==> src/sv/sorted_matrix_staircase_search_core_assert.svh <==
// Assertion macros shared by the staircase search modules.
`ifndef SORTED_MATRIX_STAIRCASE_SEARCH_CORE_ASSERT_SVH
`define SORTED_MATRIX_STAIRCASE_SEARCH_CORE_ASSERT_SVH

`ifndef SYNTH

// Whenever ante holds, cons holds in the same cycle.
`define SMSS_ASSERT_IMP(lbl, clk, rst, ante, cons) \
   lbl: assert property (@(posedge clk) disable iff (rst) (ante) |-> (cons)) \
      else $error("staircase search assertion failed");

// Whenever ante holds, cons holds in the following cycle.
`define SMSS_ASSERT_NEXT(lbl, clk, rst, ante, cons) \
   lbl: assert property (@(posedge clk) disable iff (rst) (ante) |=> (cons)) \
      else $error("staircase search assertion failed");

// The expression never holds.
`define SMSS_ASSERT_NEVER(lbl, clk, rst, expr) \
   lbl: assert property (@(posedge clk) disable iff (rst) !(expr)) \
      else $error("staircase search assertion failed");

`else

`define SMSS_ASSERT_IMP(lbl, clk, rst, ante, cons)
`define SMSS_ASSERT_NEXT(lbl, clk, rst, ante, cons)
`define SMSS_ASSERT_NEVER(lbl, clk, rst, expr)

`endif

`endif

==> src/sv/smss_pkg.sv <==
package smss_pkg;

   // Fixed field widths of the request and response transfers.
   localparam int INDEX_W    = 2;
   localparam int WORD_W     = 32;
   localparam int POS_W      = 3;
   localparam int REQ_DATA_W = 72;
   localparam int RSP_DATA_W = 8;

   // Row and column reported when the key is not in the matrix (-1).
   localparam logic [POS_W-1:0] NOT_FOUND_POS = 3'b111;

   typedef enum logic {
      REQ_WRITE  = 1'b0,
      REQ_SEARCH = 1'b1
   } req_kind_type;

   typedef enum logic {
      ST_IDLE = 1'b0,
      ST_WALK = 1'b1
   } state_type;

   typedef struct packed {
      logic wr_en;
      logic start;
      logic step_left;
      logic step_down;
      logic finish_found;
      logic finish_miss;
   } cmd_type;

   typedef struct packed {
      logic match;
      logic greater;
      logic col_first;
      logic row_last;
      logic rsp_busy;
   } status_type;

endpackage

==> src/sv/smss_ram.sv <==
module smss_ram #(
   parameter int WIDTH = 32,
   parameter int DEPTH = 16,
   localparam int AddrW = (DEPTH > 1) ? $clog2(DEPTH) : 1
) (
   input  logic             clock,
   input  logic             wr_en,
   input  logic [AddrW-1:0] wr_addr,
   input  logic [WIDTH-1:0] wr_data,
   input  logic             rd_en,
   input  logic [AddrW-1:0] rd_addr,
   output logic [WIDTH-1:0] rd_data
);

   logic [WIDTH-1:0] mem_ff [DEPTH];
   logic [WIDTH-1:0] rd_data_ff;

   always_ff @(posedge clock) begin
      if (wr_en) begin
         mem_ff[wr_addr] <= wr_data;
      end
      if (rd_en) begin
         rd_data_ff <= mem_ff[rd_addr];
      end
   end

   assign rd_data = rd_data_ff;

endmodule

==> src/sv/smss_ctrl.sv <==
`include "sorted_matrix_staircase_search_core_assert.svh"

module smss_ctrl (
   input  logic                   clock,
   input  logic                   reset,
   input  logic                   req_tvalid,
   output logic                   req_tready,
   input  logic                   req_kind,
   input  smss_pkg::status_type   status,
   output smss_pkg::cmd_type      cmd
);

   smss_pkg::state_type state_ff;
   smss_pkg::state_type state_in;
   logic                accept;
   logic                walk_done;
   logic [5:0]          cmd_bits;

   assign accept = req_tvalid && req_tready;

   // The walk ends on a match or when the next step would leave the matrix.
   assign walk_done = status.match ||
                      (status.greater && status.col_first) ||
                      (!status.greater && status.row_last);

   always_ff @(posedge clock) begin
      if (reset) begin
         state_ff <= smss_pkg::ST_IDLE;
      end else begin
         state_ff <= state_in;
      end
   end

   always_comb begin
      state_in = state_ff;
      case (state_ff)
         smss_pkg::ST_IDLE: begin
            if (accept && req_kind == smss_pkg::REQ_SEARCH) begin
               state_in = smss_pkg::ST_WALK;
            end
         end
         smss_pkg::ST_WALK: begin
            if (walk_done && !status.rsp_busy) begin
               state_in = smss_pkg::ST_IDLE;
            end
         end
         default: begin
            state_in = smss_pkg::ST_IDLE;
         end
      endcase
   end

   always_comb begin
      req_tready = 1'b0;
      cmd        = '0;
      case (state_ff)
         smss_pkg::ST_IDLE: begin
            req_tready = 1'b1;
            if (req_tvalid) begin
               if (req_kind == smss_pkg::REQ_SEARCH) begin
                  cmd.start = 1'b1;
               end else begin
                  cmd.wr_en = 1'b1;
               end
            end
         end
         smss_pkg::ST_WALK: begin
            if (walk_done) begin
               // A finished walk waits here while the previous result is unread.
               if (!status.rsp_busy) begin
                  cmd.finish_found = status.match;
                  cmd.finish_miss  = !status.match;
               end
            end else if (status.greater) begin
               cmd.step_left = 1'b1;
            end else begin
               cmd.step_down = 1'b1;
            end
         end
         default: begin
            cmd = '0;
         end
      endcase
   end

   assign cmd_bits = {cmd.wr_en, cmd.start, cmd.step_left, cmd.step_down,
                      cmd.finish_found, cmd.finish_miss};

   `SMSS_ASSERT_IMP(a_cmd_exclusive, clock, reset, 1'b1, $onehot0(cmd_bits))

endmodule

==> src/sv/smss_dp.sv <==
`include "sorted_matrix_staircase_search_core_assert.svh"

module smss_dp #(
   parameter int ROWS        = 4,
   parameter int COLS        = 4,
   parameter int VALUE_WIDTH = 32,
   localparam int Depth = ROWS * COLS,
   localparam int AddrW = (Depth > 1) ? $clog2(Depth) : 1,
   localparam int RowW  = (ROWS > 1) ? $clog2(ROWS) : 1,
   localparam int ColW  = (COLS > 1) ? $clog2(COLS) : 1
) (
   input  logic                                  clock,
   input  logic                                  reset,
   input  smss_pkg::cmd_type                     cmd,
   output smss_pkg::status_type                  status,
   input  logic [smss_pkg::INDEX_W-1:0]          req_row_index,
   input  logic [smss_pkg::INDEX_W-1:0]          req_col_index,
   input  logic signed [smss_pkg::WORD_W-1:0]    req_entry_value,
   input  logic signed [smss_pkg::WORD_W-1:0]    req_search_key,
   output logic                                  ram_wr_en,
   output logic [AddrW-1:0]                      ram_wr_addr,
   output logic [VALUE_WIDTH-1:0]                ram_wr_data,
   output logic                                  ram_rd_en,
   output logic [AddrW-1:0]                      ram_rd_addr,
   input  logic [VALUE_WIDTH-1:0]                ram_rd_data,
   input  logic                                  rsp_tready,
   output logic                                  rsp_tvalid,
   output logic                                  rsp_found,
   output logic signed [smss_pkg::POS_W-1:0]     rsp_found_row,
   output logic signed [smss_pkg::POS_W-1:0]     rsp_found_col
);

   logic [VALUE_WIDTH-1:0]        key_ff;
   logic [VALUE_WIDTH-1:0]        key_in;
   logic [RowW-1:0]               row_ff;
   logic [RowW-1:0]               row_in;
   logic [ColW-1:0]               col_ff;
   logic [ColW-1:0]               col_in;
   logic [AddrW-1:0]              addr_ff;
   logic [AddrW-1:0]              addr_in;
   logic                          rsp_valid_ff;
   logic                          rsp_valid_in;
   logic                          rsp_found_ff;
   logic                          rsp_found_in;
   logic [smss_pkg::POS_W-1:0]    rsp_row_ff;
   logic [smss_pkg::POS_W-1:0]    rsp_row_in;
   logic [smss_pkg::POS_W-1:0]    rsp_col_ff;
   logic [smss_pkg::POS_W-1:0]    rsp_col_in;

   logic [VALUE_WIDTH+smss_pkg::WORD_W-1:0] entry_ext;
   logic [VALUE_WIDTH+smss_pkg::WORD_W-1:0] key_ext;
   logic [31:0]                   wr_lin;
   logic                          wr_in_range;
   logic [RowW+smss_pkg::POS_W-1:0] row_wide;
   logic [ColW+smss_pkg::POS_W-1:0] col_wide;

   // Both words are sign-extended from 32 bits, then kept at VALUE_WIDTH bits.
   assign entry_ext = {{VALUE_WIDTH{req_entry_value[smss_pkg::WORD_W-1]}}, req_entry_value};
   assign key_ext   = {{VALUE_WIDTH{req_search_key[smss_pkg::WORD_W-1]}}, req_search_key};

   // Writes outside the matrix are dropped.
   assign wr_in_range = (32'(req_row_index) < 32'(ROWS)) && (32'(req_col_index) < 32'(COLS));
   assign wr_lin      = 32'(req_row_index) * 32'(COLS) + 32'(req_col_index);
   assign ram_wr_en   = cmd.wr_en && wr_in_range;
   assign ram_wr_addr = wr_lin[AddrW-1:0];
   assign ram_wr_data = entry_ext[VALUE_WIDTH-1:0];

   assign ram_rd_en = cmd.start || cmd.step_left || cmd.step_down;

   // The next read address goes straight to the RAM so one entry is visited per cycle.
   always_comb begin
      key_in      = key_ff;
      row_in      = row_ff;
      col_in      = col_ff;
      addr_in     = addr_ff;
      ram_rd_addr = addr_ff;
      if (cmd.start) begin
         key_in      = key_ext[VALUE_WIDTH-1:0];
         row_in      = '0;
         col_in      = ColW'(COLS - 1);
         addr_in     = AddrW'(COLS - 1);
         ram_rd_addr = AddrW'(COLS - 1);
      end else if (cmd.step_left) begin
         col_in      = col_ff - ColW'(1);
         addr_in     = addr_ff - AddrW'(1);
         ram_rd_addr = addr_ff - AddrW'(1);
      end else if (cmd.step_down) begin
         row_in      = row_ff + RowW'(1);
         addr_in     = addr_ff + AddrW'(COLS);
         ram_rd_addr = addr_ff + AddrW'(COLS);
      end
   end

   assign status.match     = (ram_rd_data == key_ff);
   assign status.greater   = ($signed(ram_rd_data) > $signed(key_ff));
   assign status.col_first = (col_ff == '0);
   assign status.row_last  = (row_ff == RowW'(ROWS - 1));
   assign status.rsp_busy  = rsp_valid_ff && !rsp_tready;

   assign row_wide = {{smss_pkg::POS_W{1'b0}}, row_ff};
   assign col_wide = {{smss_pkg::POS_W{1'b0}}, col_ff};

   always_comb begin
      rsp_valid_in = rsp_valid_ff;
      rsp_found_in = rsp_found_ff;
      rsp_row_in   = rsp_row_ff;
      rsp_col_in   = rsp_col_ff;
      if (cmd.finish_found) begin
         rsp_valid_in = 1'b1;
         rsp_found_in = 1'b1;
         rsp_row_in   = row_wide[smss_pkg::POS_W-1:0];
         rsp_col_in   = col_wide[smss_pkg::POS_W-1:0];
      end else if (cmd.finish_miss) begin
         rsp_valid_in = 1'b1;
         rsp_found_in = 1'b0;
         rsp_row_in   = smss_pkg::NOT_FOUND_POS;
         rsp_col_in   = smss_pkg::NOT_FOUND_POS;
      end else if (rsp_tready) begin
         rsp_valid_in = 1'b0;
      end
   end

   always_ff @(posedge clock) begin
      if (reset) begin
         rsp_valid_ff <= 1'b0;
      end else begin
         rsp_valid_ff <= rsp_valid_in;
      end
   end

   always_ff @(posedge clock) begin
      key_ff       <= key_in;
      row_ff       <= row_in;
      col_ff       <= col_in;
      addr_ff      <= addr_in;
      rsp_found_ff <= rsp_found_in;
      rsp_row_ff   <= rsp_row_in;
      rsp_col_ff   <= rsp_col_in;
   end

   assign rsp_tvalid    = rsp_valid_ff;
   assign rsp_found     = rsp_found_ff;
   assign rsp_found_row = rsp_row_ff;
   assign rsp_found_col = rsp_col_ff;

   `SMSS_ASSERT_NEVER(a_finish_while_busy, clock, reset, (cmd.finish_found || cmd.finish_miss) && rsp_valid_ff && !rsp_tready)
   `SMSS_ASSERT_IMP(a_addr_tracks_pos, clock, reset, cmd.step_left || cmd.step_down, 32'(addr_ff) == 32'(row_ff) * 32'(COLS) + 32'(col_ff))
   `SMSS_ASSERT_NEXT(a_found_loaded, clock, reset, cmd.finish_found, rsp_valid_ff && rsp_found_ff)

endmodule

==> src/sv/sorted_matrix_staircase_search_core.sv <==
// Staircase search over a ROWS x COLS matrix sorted along rows and columns.
// Request channel (req_): tuser[0] selects the kind of transfer, 0 writes one
// entry at row_index/col_index, 1 searches for search_key. A write gives no
// response. A search starts at the top-right entry and visits one entry per
// cycle, moving left when the entry is greater than the key and down
// otherwise; it visits at most ROWS+COLS-1 entries. The walk rate is set by
// the single read port of the matrix RAM. The response is registered; the
// block returns to idle at the edge that raises rsp_tvalid, so the next
// request can be taken while the response is still offered.
// Response channel (rsp_): tuser[0] is found, tdata carries the row and column
// of the match, both -1 on a miss. A finished response waits in its register
// while rsp_tready is low; the block keeps taking writes and may start a new
// search, which holds at its end until the waiting response is taken.
// Reset clears the control state only; matrix entries are undefined until
// written, and a write outside the matrix is ignored.
module sorted_matrix_staircase_search_core #(
   parameter int ROWS        = 4,
   parameter int COLS        = 4,
   parameter int VALUE_WIDTH = 32
) (
   input  logic                               clock,
   input  logic                               reset,
   input  logic                               req_tvalid,
   output logic                               req_tready,
   // row_index[1:0], col_index[3:2], entry_value[35:4], search_key[67:36], zeros
   input  logic [smss_pkg::REQ_DATA_W-1:0]    req_tdata,
   // req_type[0]
   input  logic [0:0]                         req_tuser,
   output logic                               rsp_tvalid,
   input  logic                               rsp_tready,
   // found_row[2:0], found_col[5:3], zeros
   output logic [smss_pkg::RSP_DATA_W-1:0]    rsp_tdata,
   // found[0]
   output logic [0:0]                         rsp_tuser
);

   localparam int Depth = ROWS * COLS;
   localparam int AddrW = (Depth > 1) ? $clog2(Depth) : 1;

   smss_pkg::cmd_type                      cmd;
   smss_pkg::status_type                   status;
   logic                                   ram_wr_en;
   logic [AddrW-1:0]                       ram_wr_addr;
   logic [VALUE_WIDTH-1:0]                 ram_wr_data;
   logic                                   ram_rd_en;
   logic [AddrW-1:0]                       ram_rd_addr;
   logic [VALUE_WIDTH-1:0]                 ram_rd_data;
   logic                                   rsp_found;
   logic signed [smss_pkg::POS_W-1:0]      rsp_found_row;
   logic signed [smss_pkg::POS_W-1:0]      rsp_found_col;

   smss_ctrl u_ctrl (
      .clock      (clock),
      .reset      (reset),
      .req_tvalid (req_tvalid),
      .req_tready (req_tready),
      .req_kind   (req_tuser[0]),
      .status     (status),
      .cmd        (cmd)
   );

   smss_dp #(
      .ROWS        (ROWS),
      .COLS        (COLS),
      .VALUE_WIDTH (VALUE_WIDTH)
   ) u_dp (
      .clock           (clock),
      .reset           (reset),
      .cmd             (cmd),
      .status          (status),
      .req_row_index   (req_tdata[1:0]),
      .req_col_index   (req_tdata[3:2]),
      .req_entry_value (req_tdata[35:4]),
      .req_search_key  (req_tdata[67:36]),
      .ram_wr_en       (ram_wr_en),
      .ram_wr_addr     (ram_wr_addr),
      .ram_wr_data     (ram_wr_data),
      .ram_rd_en       (ram_rd_en),
      .ram_rd_addr     (ram_rd_addr),
      .ram_rd_data     (ram_rd_data),
      .rsp_tready      (rsp_tready),
      .rsp_tvalid      (rsp_tvalid),
      .rsp_found       (rsp_found),
      .rsp_found_row   (rsp_found_row),
      .rsp_found_col   (rsp_found_col)
   );

   smss_ram #(
      .WIDTH (VALUE_WIDTH),
      .DEPTH (Depth)
   ) u_matrix_ram (
      .clock   (clock),
      .wr_en   (ram_wr_en),
      .wr_addr (ram_wr_addr),
      .wr_data (ram_wr_data),
      .rd_en   (ram_rd_en),
      .rd_addr (ram_rd_addr),
      .rd_data (ram_rd_data)
   );

   assign rsp_tdata = {2'b00, rsp_found_col, rsp_found_row};
   assign rsp_tuser = rsp_found;

endmodule

==> config.mk <==
export PLATFORM = sky130hd
export DESIGN_NAME = sorted_matrix_staircase_search_core
export DESIGN_NICKNAME = d
export VERILOG_FILES = /design/src/sv/smss_pkg.sv /design/src/sv/smss_ram.sv /design/src/sv/smss_ctrl.sv /design/src/sv/smss_dp.sv /design/src/sv/sorted_matrix_staircase_search_core.sv
export VERILOG_INCLUDE_DIRS = /design/src /design/src/sv
export SDC_FILE = /design/constraint.sdc
export NUM_CORES = 1
export LEC_CHECK = 0
export BUFFER_PORTS_ARGS = -buffer_cell sky130_fd_sc_hd__clkbuf_2
export CAP_MARGIN = 20
export CORE_ASPECT_RATIO = 0.5
export CORE_UTILIZATION = 45
export CTS_CLUSTER_SIZE = 20
export DETAILED_ROUTE_END_ITERATION = 10
export PLACE_DENSITY_LB_ADDON = 0.12
export SLEW_MARGIN = 20
export SYNTH_ARGS = -nofsm -noshare
export SYNTH_HDL_FRONTEND = slang
export SYNTH_SLANG_ARGS = --single-unit
==> constraint.sdc <==
create_clock -name clock -period 5.3 [get_ports clock]
set_input_delay 0.795 -clock clock [delete_from_list [all_inputs] [get_ports clock]]
set_output_delay 0.795 -clock clock [all_outputs]
set_load 0.05 [all_outputs]
* Word level (Yosys, flattened, before mapping)
Memories as Yosys holds them, arrays and structs flattened. A register that Yosys moved wholly into a read port is not among the register bits.
Index checks and enable logic that the tools add are counted.
** Storage, ports and cells
- Bits in registers :: 48
- Memory bits (writable) :: 512
- Input bits :: 77
- Output and inout bits :: 11
- Logic and storage cells :: 64
- Memories kept :: 1
** Memory list
- u_matrix_ram.mem_ff :: words 16, width 32, read ports 1, clocked after Yosys merged registers in 1, wr ports 1, RTL line smss_ram.sv:15 : logic [WIDTH-1:0] mem_ff [DEPTH];
** Operators by class
- Add/sub/neg operators :: 5
- Magnitude comparators :: 1
- Eq/ne operators :: 2
- Muxes and demuxes :: 25
- Bitwise operators :: 2
- Reductions and logical operators :: 18
** Operator list (number)
- equality test 32 bit :: 1
- greater-than comparator 32 bit :: 1
- 2-to-1 mux 2 bit :: 8
- 2-to-1 mux 4 bit :: 4
- 2-to-1 mux 1 bit :: 12
- logical AND 1 bit :: 6
- adder 4 x 2 -> 4 bit :: 1
- adder 4 x 3 -> 4 bit (second input constant) :: 1
- zero test 1 bit :: 4
- logical OR 1 bit :: 4
- subtractor 4 x 1 -> 4 bit (second input constant) :: 1
- nonzero test 3 bit :: 1
- adder 2 x 1 -> 2 bit (second input constant) :: 1
- equality test 2 bit (second input constant) :: 1
- zero test 2 bit :: 1
- NOT 1 bit :: 2
- one-hot mux 1 bit (2 select lines) :: 1
- AND reduction 2 bit :: 1
- nonzero test 2 bit :: 1
- subtractor 2 x 1 -> 2 bit (second input constant) :: 1

* Longest topological paths before layout
Gate-level depths: netlist of the first run.
- Word-level depth :: 9
- Depth in mapped cells :: 16

* Modules after synthesis
Synthesis of the first run repeated with hierarchy kept, for this count alone.
** Unflattened totals
- Cells, all modules :: 1099
- Area total of the unflattened synthesis :: 22953.3 µm²
** By module, submodules not included
- smss_ram :: instances 1, cells each 838, area each 20155.6 µm²
- smss_dp :: instances 1, cells each 245, area each 2681.3 µm²
- smss_ctrl :: instances 1, cells each 13, area each 97.6 µm²
- sorted_matrix_staircase_search_core :: instances 1, cells each 3, area each 18.8 µm²

* Worst setup path after synthesis of the first run
No wires, ideal clock.
- Path type :: input to register
- Start point :: input req_tuser
- End point :: memory u_matrix_ram.mem_ff[0][0] (enable)
- Arrival time :: 3559 ps
- Required time :: 4839 ps
- Path slack :: 1279 ps
- Stages on the path :: 4
- Buffers on the path :: 0
- Cells stage by stage :: inv_1 -> nand3_1 -> or3_1 -> nor3_1
** Between the ends
- Cells in the longest elaborated chain, start to end :: 5
** Ends and longest elaborated chain
- from (decl) :: RTL line sorted_matrix_staircase_search_core.sv:28 : input logic [0:0] req_tuser,
- 2-to-1 mux 1 bit :: RTL line smss_ctrl.sv:60 : if (req_kind == smss_pkg::REQ_SEARCH) begin
- 2-to-1 mux 2 bit :: RTL line smss_ctrl.sv:59 : if (req_tvalid) begin
- 2-to-1 mux 2 bit :: RTL line smss_ctrl.sv:56 : case (state_ff)
- 2-to-1 mux 1 bit :: RTL line smss_ram.sv:19 : if (wr_en) begin
- 2-to-1 mux 1 bit (not written as such) :: RTL line smss_ram.sv:20 : mem_ff[wr_addr] <= wr_data;
- to (decl) :: RTL line smss_ram.sv:15
Every way passes these cells.

* Worst setup path in the final report of the first run
- Start point :: register u_dp.key_ff[17]
- End point :: register u_matrix_ram.rd_data_ff[25], in the netlist u_matrix_ram.rd_data[25] (read register of u_matrix_ram.mem_ff) (data pin)
** Between the ends
- Cells in the longest elaborated chain, start to end :: 9
- Elaborated cells on any way between the ends :: 16
** Ends and longest elaborated chain
- from (decl) :: RTL line smss_dp.sv:33 : logic [VALUE_WIDTH-1:0] key_ff;
- from (signal assigned) :: RTL line smss_dp.sv:132 : key_ff <= key_in;
- greater-than comparator 32 bit :: RTL line smss_dp.sv:95 : assign status.greater = ($signed(ram_rd_data) > $signed(key_ff));
- logical AND 1 bit or zero test 1 bit (tied branches) :: RTL line smss_ctrl.sv:23, smss_ctrl.sv:24
- logical OR 1 bit or logical AND 1 bit (tied branches) :: RTL line smss_ctrl.sv:22, smss_ctrl.sv:24
- logical OR 1 bit :: RTL line smss_ctrl.sv:23 : (status.greater && status.col_first) ||
- 2-to-1 mux 2 bit (*) :: RTL line smss_ctrl.sv:68 : if (walk_done) begin
- 2-to-1 mux 4 bit (*) :: RTL line smss_ctrl.sv:56
- 2-to-1 mux 4 bit (3 in a row)
- to (decl) :: RTL line smss_ram.sv:16 : logic [WIDTH-1:0] rd_data_ff;
Every way passes the cells marked *; elsewhere a longest branch is shown, timed or not.
A chain may end at the register's enable or synchronous reset.

==> results of run 1 <==
## layout by cell type (no fill, tap or decap), types with 3 or more instances in the layout
| cell | count |
|---|---|
| clkbuf_1 | 4 |
| dfxtp_1 | 12 |
| o21ai_0 | 6 |
| nor3_1 | 4 |
| nor2_4 | 12 |
| nor3_2 | 6 |
| a21oi_1 | 15 |
| clkbuf_2 | 81 |
| nor2_1 | 9 |
| ha_1 | 35 |
| inv_2 | 3 |
| nor2b_1 | 3 |
| mux2i_1 | 387 |
| nand3_1 | 139 |
| nand4_1 | 37 |
| edfxtp_1 | 580 |
| inv_1 | 41 |
| nand2_1 | 18 |
| clkinv_1 | 18 |
| clkbuf_16 | 55 |
| buf_4 | 34 |
| clkinv_2 | 9 |
| o211ai_1 | 3 |
| clkinvlp_4 | 5 |
| buf_12 | 10 |
## flip-flops by register name (all words and copies together), names as in the netlist
signal / flops
u_matrix_ram.mem_ff: 512
u_dp.rsp_tvalid: 1
u_dp.rsp_found: 1
u_dp.addr_ff: 4
u_dp.row_ff: 2
u_dp.rsp_found_col: 3
u_ctrl.state_ff: 1
u_dp.rsp_found_row: 2
u_dp.col_ff: 2
u_dp.key_ff: 32
u_matrix_ram.rd_data: 32
## report_power, final
group,internal (mW),switching (mW)
Clock,1.93,1.67
Sequential,5.47,0.0888
Combinational,1.99,2.74
Total,9.38,4.50
## routing by layer
metal,GRT usage,vias to the layer above
met3,0.0308,66
li1,-,5754
met2,0.322,275
met4,0.0433,0
met1,0.276,6370
met5,0,-
## worst reg2reg max path, stage by stage (launching register included)
cell and delay (ns):
edfxtp_1 0.46, inv_1 0.09, ha_1 0.24, a21oi_1 0.12, o21ai_0 0.37, a221o_1 0.54, or2_4 0.27, o21a_2 0.23
or3b_4 0.44, o21ai_2 0.09, mux2_4 0.35, inv_2 0.44, buf_12 0.25, nand3_1 0.09, nand4_1 0.18
## cells in the mapped netlist (3+ instances only)
library cell  number  share of area
nand3_1          140          0.029
nand4_1           37         0.0094
buf_2             21         0.0043
inv_1             42         0.0064
a21oi_1           15         0.0031
mux2i_1          387           0.16
buf_12             7         0.0057
o21ai_0            6         0.0012
buf_4              6         0.0018
mux2_4             3         0.0018
buf_6             35          0.016
nor3_1             9         0.0018
nor2_1            21         0.0032
o211ai_1           3        0.00092
buf_8              4         0.0024
edfxtp_1         580           0.71
clkbuf_1           3        0.00046
nor2b_1            3        0.00077
nand2_1           18         0.0028
dfxtp_1           12         0.0098
ha_1              35          0.018
## kinds of logic after synthesis
group                    count (synthesis)  synth area share
AO/OA/AOI/OAI                           38            0.0104
XOR/XNOR                                 2          0.000714
adder cells (fa/ha/maj)                 35            0.0179
buffers and inverters                  121            0.0378
flip-flops                             592             0.720
multiplexers                           390             0.160
other                                    1          0.000153
AND/OR/NAND/NOR                        246            0.0535
## metrics by stage
| step | util | hold slack (ns) | cells | setup WS [ns] |
|---|---|---|---|---|
| final | 0.507 | 0.372 | 2282 | 0.984 |
| after global routing | 0.507 | 0.344 | 2281 | 0.800 |
| after CTS | 0.507 | 0.338 | 2281 | 0.979 |
| after detailed placement | 0.477 | 0.461 | 2187 | 1.01 |
| after global placement | 0.477 | 0.457 | 2187 | 0.992 |
| after floorplan | - | 0.455 | 1426 | 1.28 |
## how the worst max path moves through the flow
stage	endpoint	slack, ns	cells past startpoint
2_1_floorplan	u_matrix_ram.mem_ff[0][0]	1.28	4
3_3_place_gp	u_matrix_ram.rd_data[11]	0.99	13
3_5_place_dp	u_matrix_ram.rd_data[30]	1.01	14
4_1_cts	u_matrix_ram.rd_data[31]	0.98	14
5_1_grt	u_matrix_ram.rd_data[8]	0.80	13
6_report	u_matrix_ram.rd_data[25]	0.98	14
## final cells by class
cell class | count | area, um2
inverters | 44 | 165
clock buffers | 59 | 1390
flip-flops and latches | 592 | 17700
repair buffers | 125 | 861
clock inverters | 35 | 198
fillers | 4427 | 26500
multi-input cells | 713 | 6090
diodes | 1 | 2.50
well taps | 713 | 892
==> metrics.txt, run 1 <==
H-tree depth 2; crit path max fanout 20; Min-Delay Path Class in -> reg; setup slack, reg-to-reg 0.98 ns; met3 wire len ~2700 um; Clk pin slew, worst setup/hold paths about 0.070 ns; Worst Skew 0.0201 ns; DRC 0; number of flops mapped to enable cells by yosys 580; io pins 88; hold_buf cts 0; crit-path cells inv_1 > ha_1 > a21oi_1 > o21ai_0 > a221o_1 > or2_4 > o21a_2 > or3b_4 > o21ai_2 > mux2_4 > inv_2 > buf_12 > nand3_1 > nand4_1; WP data required 5.73 ns; RSZ-0062 raised after global routing no; status finished, final reports clean; PD cells 509 nW/um2; CP arrival 4.74 ns; r2r endpoint u_matrix_ram.rd_data[25]; r2r startpoint u_dp.key_ff[17]; slew at the pin with the worst max-slew slack 1.12 ns; antenna-violating nets left 0; via count around 12,000; routed wl met2 25,800 um; Starting Density 0.456; Synth Instances 1,425; CTS tree done; Post-synth top flop edfxtp_1; CP startpoint u_dp.key_ff[17]; Cell Area, Synth 24,500 um2; clk_lat worst skew 0.60 ns; Wirelength per Cell 23.9 um; cell area after layout 27,300 um2; flops & latches, synth 592; Fmax about 230 MHz; Slew HR 0.254; die height 167 um; count of cells along the worst hold path 1; clock root cell clkbuf_16; total die area around 56,000 um2; Total GRT Usage 0.196; Max stage delay on crit path 0.53 ns; critical path endpoint category flop; first-pass iteration count of the detailed router 5; max-cap violation count 0; Synth Area per Inst 17.2 um2; Pwr Total 13.9 mW; Metal-1 WL between 20,000 and 30,000 um; clk sink count 592; Bufs on Longest Clock Path 3; CP bufs+invs 3; maximum VDD drop 479 uV; largest net degree at the start of global routing 67; P_leak 10.7 nW; Post-synth ARST share 0; PortBufs 81; CTS Buf Count 53; Starting DRT DRC Count 924; first-pass GRT wire length about 80,000 um; Final HPWL DP 30,500 um; routed vias/inst 5.46; initial antenna violation count 1; R2R depth 14; Finish-stage setup viols 0; hold path startpoint req_tdata[53]; Cell variety after synth 51; period utilization 0.814; Post-layout nets between 1,500 and 2,000; synth-to-layout area growth 11.1%; gpl congestion 0.796; drt total wl around 55,000 um; Yosys warnings 0; layout cells sized above 1 0.149; vias in the first global route roughly 13,000; Die Wd 332 um; Hold Vio Cnt, Final 0; critical path type reg -> reg; Area after DPL 25,700 um2; critical path's slowest cell a221o_1; Final Slew Violations 0; gr ovfl total 0; DR top layer met4; hold endpoint u_dp.key_ff[17]; total core area roughly 54,000 um2; sequential area share after synthesis 0.720; post-CTS setup buffers 0; crit path launch type flop; CTS resizes 0; Final Critical Period 4.32 ns; Largest delay share family, worst path compound AO/OA/AOI/OAI gates; Rows 60; setup tns final 0 ns
Note: power is estimated with default switching activity, not from simulation.
==> run 2, diff against run 1 <==
==> constraint.sdc (replaced) <==
create_clock -name clock -period 3.6 [get_ports clock]
set_input_delay 0.54 -clock clock [delete_from_list [all_inputs] [get_ports clock]]
set_output_delay 0.54 -clock clock [all_outputs]
set_load 0.05 [all_outputs]
==> run 2 against run 1 <==
The run now ends with setup timing left. Critical path depth fell by 2. Critical endpoint is now u_matrix_ram.rd_data[15]. Largest cell class unchanged. Final cell count rose by 3.8%. Core utilization rose by 3.0 points. Routed wire length rose by 5.2%. Global-route usage rose by 0.81 points. Design area rose by 6.0%. Non-clock buffer count rose by 84. Die area did not move.
==> metrics.txt, run 2 (synthesized netlist as in run 1, its figures left out) <==
crit path launch type flop; r2r endpoint u_matrix_ram.rd_data[15]; critical path endpoint category flop; vias in the first global route 13,300 (+5.7%); Die Wd 332 um (unchanged); io pins 88 (unchanged); Slew HR 0.488 (+0.234); Max stage delay on crit path 0.44 ns (-0.09 ns); commonest non-fill, non-tap cell in the layout edfxtp_1; Most flops, register u_matrix_ram.mem_ff; count of cells along the worst hold path 1 (unchanged); crit-path cells ha_1 > nand4_1 > nor2_1 > a221o_1 > o31a_1 > o21a_4 > or3b_4 > o21ai_2 > mux2_4 > buf_12 > nand3_1 > nand4_1; Clock Power Share 0.235 (-0.024); status finished, violations left; worst setup margin -0.157 ns (-1.14 ns); Power Internal 15.6 mW (+66%); RSZ-0062 raised after global routing yes; H-tree depth 2 (unchanged); clk sink count 592 (unchanged); period utilization 1.04 (+0.229); combinational power share 0.408 (+0.067); ANT cells 0 (-1); CTS Buf Count 53 (unchanged); Finish-stage setup viols 32 (+32); Final Core Density 0.537 (+0.0304); DRC 0 (unchanged); critical path type reg -> reg; setup slack, reg-to-reg -0.16 ns (-1.14 ns); Pwr Total 22.9 mW (+65%); net switching power 7.31 mW (+63%); max reg flops 512 (unchanged); via count 13,000 (+4.7%); CTS tree done; Rows 60 (unchanged); CP bufs+invs 1 (-2); Total GRT Usage 0.204 (+0.00808); pre-CTS WS -0.305 ns (-1.31 ns); Starting Density 0.456 (unchanged); first-pass GRT wire length 83,400 um (+4.4%); Post-layout nets 1,726 (+5.2%); max-cap violation count 0 (unchanged); hold path startpoint req_tdata[43]; r2r startpoint u_matrix_ram.rd_data[10]; CP arrival 4.06 ns (-0.68 ns); clk_lat worst skew 0.60 ns (about the same); setup tns final -3.42 ns (-3.42 ns); antenna-violating nets left 0 (unchanged); gpl congestion 0.838 (+5.3%); CP Depth 12 (-2); P_leak 11.4 nW (+6.6%); crit path max fanout 22 (+10%); synth-to-layout area growth 17.8%; Min-Delay Path Class in -> reg; hold endpoint u_dp.key_ff[7]; Wirelength per Cell 24.3 um (+1.4%); hold_buf cts 0 (unchanged); PD cells 794 nW/um2 (+56%); Clk pin slew, worst setup/hold paths 0.07 ns (about the same); Hold Vio Cnt, Final 0 (unchanged); PortBufs 81 (unchanged); R2R depth 12 (-2); layout cells sized above 1 0.206 (+0.0568); die height 167 um (unchanged); drt total wl 57,500 um (+5.2%); Critical Path Most Common Cell nand4_1; Worst Skew 0.0215 ns (+0.00143 ns); Bufs on Longest Clock Path 3 (unchanged); largest net degree at the start of global routing 35 (-48%); WP data required 3.90 ns (-1.83 ns); gr ovfl total 0 (unchanged); sequential share of power 0.357 (-0.043); Largest delay share family, worst path compound AO/OA/AOI/OAI gates; maximum VDD drop 471 uV (-1.5%); total core area 53,800 um2 (unchanged); Final Critical Period 3.76 ns (-0.558 ns); clock root cell clkbuf_16; critical path's slowest cell a221o_1; slew at the pin with the worst max-slew slack 0.768 ns (-0.348 ns); commonest cells after routing, fill and taps aside 580 x edfxtp_1, 377 x mux2i_1, 138 x nand3_1; Final HPWL DP 31,100 um (+1.9%); total die area 55,500 um2 (unchanged); failing checks setup timing; initial antenna violation count 0 (-1); first-pass iteration count of the detailed router 5 (unchanged); routed vias/inst 5.51 (+0.87%); Starting DRT DRC Count 1,022 (+11%); switching part of the total power 0.319 (-0.00523); Final Slew Violations 0 (unchanged); Fmax 266 MHz (+15%)
run 2: changes by cell type in the layout (fill, tap and decap cells not counted), moves of 5 or more:
cell,previous run,this run
clkbuf_1,4,18
buf_6,0,17
buf_12,10,32
nor3_2,6,1
ha_4,0,5
buf_4,34,53
mux2i_1,387,377
clkbuf_16,55,63
mux2i_2,0,10
nor3_4,1,6
ha_1,35,30
buf_16,0,11
clkinv_1,18,12
buf_8,0,7
run 2: layout make-up:
| cell class | count | area [um2] |
|---|---|---|
| Clock inverter | 23 | 161 |
| Fill cell | 4272 | 24900 |
| Tap cell | 713 | 892 |
| Inverter | 44 | 180 |
| Sequential cell | 592 | 17700 |
| Multi-Input combinational cell | 714 | 6310 |
| Timing Repair Buffer | 209 | 2240 |
| Clock buffer | 73 | 1440 |
run 2: timing repair:
action                                  in CTS  in global routing
cloned                                       9                  9
buffers inserted                            16                  3
gates resized for setup                     79                 39
endpoints found under the setup margin      32                 41
pin swaps                                   24                 22
run 2: stage by stage:
stage	hold slack, ns	cells	instance area, um2
CTS	0.0822	2359	28600
global placement	0.457	2238	26300
floorplan	0.455	1426	24600
global route	0.0893	2368	28900
finish	0.113	2368	28900
detailed placement	0.457	2238	26300
run 2: power groups by stage:
| stage | registers (mW) | logic, mW | clock network, mW |
|---|---|---|---|
| 2_1_floorplan | 8.31 | 5.87 | 0 |
| 3_3_place_gp | 8.32 | 7.48 | 0 |
| 3_5_place_dp | 8.32 | 7.58 | 0 |
| 4_1_cts | 8.19 | 8.93 | 5.50 |
| 5_1_grt | 8.22 | 9.96 | 5.76 |
| 6_report | 8.19 | 9.36 | 5.38 |
run 2: worst max-delay path by stage:
stage | startpoint | to | slack, ns
6_report | u_matrix_ram.rd_data[10] | u_matrix_ram.rd_data[15] | -0.16
5_1_grt | u_matrix_ram.rd_data[10] | u_matrix_ram.rd_data[30] | -0.25
4_1_cts | u_matrix_ram.rd_data[17] | u_matrix_ram.rd_data[15] | -0.15
3_5_place_dp | u_dp.key_ff[13] | u_matrix_ram.rd_data[15] | -0.30
3_3_place_gp | u_dp.key_ff[13] | u_matrix_ram.rd_data[15] | -0.28
2_1_floorplan | u_matrix_ram.rd_data[31] | u_matrix_ram.rd_data[0] | 0.17
run 2: worst register-to-register path: stages (launching register included):
cell and delay, ns:
edfxtp_1 0.39, ha_1 0.32, nand4_1 0.20, nor2_1 0.08
a221o_1 0.44, o31a_1 0.43, o21a_4 0.28, or3b_4 0.38
o21ai_2 0.07, mux2_4 0.40, buf_12 0.19, nand3_1 0.12
nand4_1 0.17
run 2: routing by layer:
layer,share of wire,up-vias,track usage,wire length [um]
li1,-,5951,-,-
met4,0.015,0,0.0461,877
met3,0.050,73,0.0340,2880
met5,0,-,0,0
met2,0.46,310,0.327,26600
met1,0.47,6713,0.293,27100
==> run 3, diff against run 2 <==
--- a/config.mk
+++ b/config.mk
@@ -13,6 +13,7 @@
 export CTS_CLUSTER_SIZE = 20
 export DETAILED_ROUTE_END_ITERATION = 10
 export PLACE_DENSITY_LB_ADDON = 0.12
+export RECOVER_POWER = 50
 export SLEW_MARGIN = 20
 export SYNTH_ARGS = -nofsm -noshare
 export SYNTH_HDL_FRONTEND = slang
==> run 3 against run 2 <==
The run still ends with setup timing left. Clock power is essentially flat. Design area decreased by 0.24%. First-iteration DRC count rose by 0.29%. Largest power group unchanged. Clock skew barely moved. Count of clock-buffer cells in the layout stayed put. Worst setup slack better by 0.0016 ns. Final cell count is the same.
==> metrics.txt, run 3 (synthesized netlist as in run 1, its figures left out) <==
CTS Buf Count 53 (unchanged); crit path launch type flop; Most flops, register u_matrix_ram.mem_ff; Final Slew Violations 0 (unchanged); Min-Delay Path Class in -> reg; maximum VDD drop 472 uV (+0.15%); Placed Instances 2,238 (unchanged); gr ovfl total 0 (unchanged); setup tns final -3.24 ns (+0.176 ns); hold endpoint u_dp.key_ff[7]; first-pass iteration count of the detailed router 5 (unchanged); commonest non-fill, non-tap cell in the layout edfxtp_1; failing checks setup timing; Clk pin slew, worst setup/hold paths 0.07 ns (about the same); Final Critical Period 3.76 ns (-0.00163 ns); P_leak 11.3 nW (-1.1%); total core area 53,800 um2 (unchanged); clk_lat worst skew 0.60 ns (about the same); PD cells 795 nW/um2 (+0.12%); CTS tree done; Fmax 266 MHz (about the same); CP arrival 4.06 ns (about the same); Final HPWL DP 31,100 um (unchanged); Final Core Density 0.536 (-0.00130); die height 167 um (unchanged); clock root cell clkbuf_16; Die Wd 332 um (unchanged); initial antenna violation count 0 (unchanged); WP data required 3.91 ns (about the same); Bufs on Longest Clock Path 3 (unchanged); Slew HR 0.238 (-0.251); clk sink count 592 (unchanged); first-pass GRT wire length 83,400 um (unchanged); Worst Skew 0.0212 ns (-0.000321 ns); Rows 60 (unchanged); r2r endpoint u_matrix_ram.rd_data[15]; via count 13,000 (+0.0077%); r2r startpoint u_dp.key_ff[13]; hold_buf cts 0 (unchanged); RSZ-0062 raised after global routing yes; DRC 0 (unchanged); setup slack, reg-to-reg -0.16 ns (about the same); Hold Vio Cnt, Final 0 (unchanged); crit path max fanout 22 (unchanged); hold path startpoint req_tdata[43]; slew at the pin with the worst max-slew slack 1.14 ns (+0.376 ns); Pwr Total 22.9 mW (-0.12%); Total GRT Usage 0.204 (unchanged); total die area 55,500 um2 (unchanged); critical path endpoint category flop; Post-layout nets 1,726 (unchanged); max reg flops 512 (unchanged); antenna-violating nets left 0 (unchanged); vias in the first global route 13,300 (unchanged); # fillers 4,295 (+0.54%); layout cells sized above 1 0.179 (-0.0272); routed vias/inst 5.51 (about the same); critical path type reg -> reg; status finished, violations left; Finished Layout Cells 2,368 (unchanged); drt total wl 57,400 um (about the same); gpl congestion 0.838 (unchanged); synth-to-layout area growth 17.5%; max-cap violation count 0 (unchanged); R2R depth 13 (+1); Starting Density 0.456 (unchanged); PortBufs 81 (unchanged); io pins 88 (unchanged); count of cells along the worst hold path 1 (unchanged); Finish-stage setup viols 32 (unchanged); largest net degree at the start of global routing 35 (unchanged); ANT cells 0 (unchanged); commonest cells after routing, fill and taps aside 580 x edfxtp_1, 377 x mux2i_1, 138 x nand3_1; worst setup margin -0.156 ns (+0.00163 ns); period utilization 1.04 (about the same); Starting DRT DRC Count 1,025 (+0.29%); H-tree depth 2 (unchanged); Wirelength per Cell 24.3 um (about the same)
[run 3: report_power, final]
group | leakage [nW] | switching, mW | internal, mW
clock | 0.771 | 2.44 | 2.94
combinational | 5.14 | 4.71 | 4.62
sequential | 5.36 | 0.146 | 8.05
[run 3: worst max path at each step]
stage                                  start                        to  slack (ns)  cells past startpoint
floorplan           u_matrix_ram.rd_data[31]   u_matrix_ram.rd_data[0]        0.17                      9
global placement             u_dp.key_ff[13]  u_matrix_ram.rd_data[15]       -0.28                     16
detailed placement           u_dp.key_ff[13]  u_matrix_ram.rd_data[15]       -0.30                     16
CTS                 u_matrix_ram.rd_data[17]  u_matrix_ram.rd_data[15]       -0.15                     17
global route        u_matrix_ram.rd_data[10]  u_matrix_ram.rd_data[30]       -0.25                     15
finish                       u_dp.key_ff[13]  u_matrix_ram.rd_data[15]       -0.16                     13
[run 3: timing repair]
| action | 4_1_cts | 5_1_grt |
|---|---|---|
| buffers inserted | 16 | 3 |
| hold endpoints to repair | 0 | 0 |
| resized for setup | 79 | 39 |
| pin swaps | 24 | 22 |
| setup endpoints to repair | 32 | 41 |
| gates cloned | 9 | 9 |
[run 3: layout make-up]
type	instances	area, um2	share of cell area
repair buffers	209	2190	0.0759
multi-input cells	714	6300	0.218
well taps	713	892	0.0310
clock buffers	73	1440	0.0501
inverters	44	180	0.00625
clock inverters	23	161	0.00560
flip-flops and latches	592	17700	0.613
[run 3: critical path, cell delays in order, from the launching register on]
cell and delay (ns):
edfxtp_1 0.42, inv_2 0.09, ha_4 0.20, nand4_1 0.21, nor2_1 0.07, a221o_1 0.44
o31a_1 0.43, o21a_4 0.28, or3b_4 0.38, o21ai_2 0.07, mux2_4 0.40, buf_12 0.19
nand3_1 0.10, nand4_1 0.17
[run 3: layer usage]
layer | global-route usage | up-vias | routed length (um)
li1 | - | 5949 | -
met1 | 0.293 | 6704 | 27100
met2 | 0.327 | 321 | 26500
met3 | 0.0340 | 74 | 2960
met4 | 0.0461 | 0 | 949
met5 | 0 | - | 0
[run 3: through the flow]
step           hold slack (ns)  setup WS [ns]  instance area [um2]
2_1_floorplan            0.455          0.173                24600
3_3_place_gp             0.457         -0.284                26300
3_5_place_dp             0.457         -0.305                26300
4_1_cts                 0.0822         -0.147                28600
5_1_grt                 0.0893         -0.254                28800
6_report                 0.114         -0.156                28800
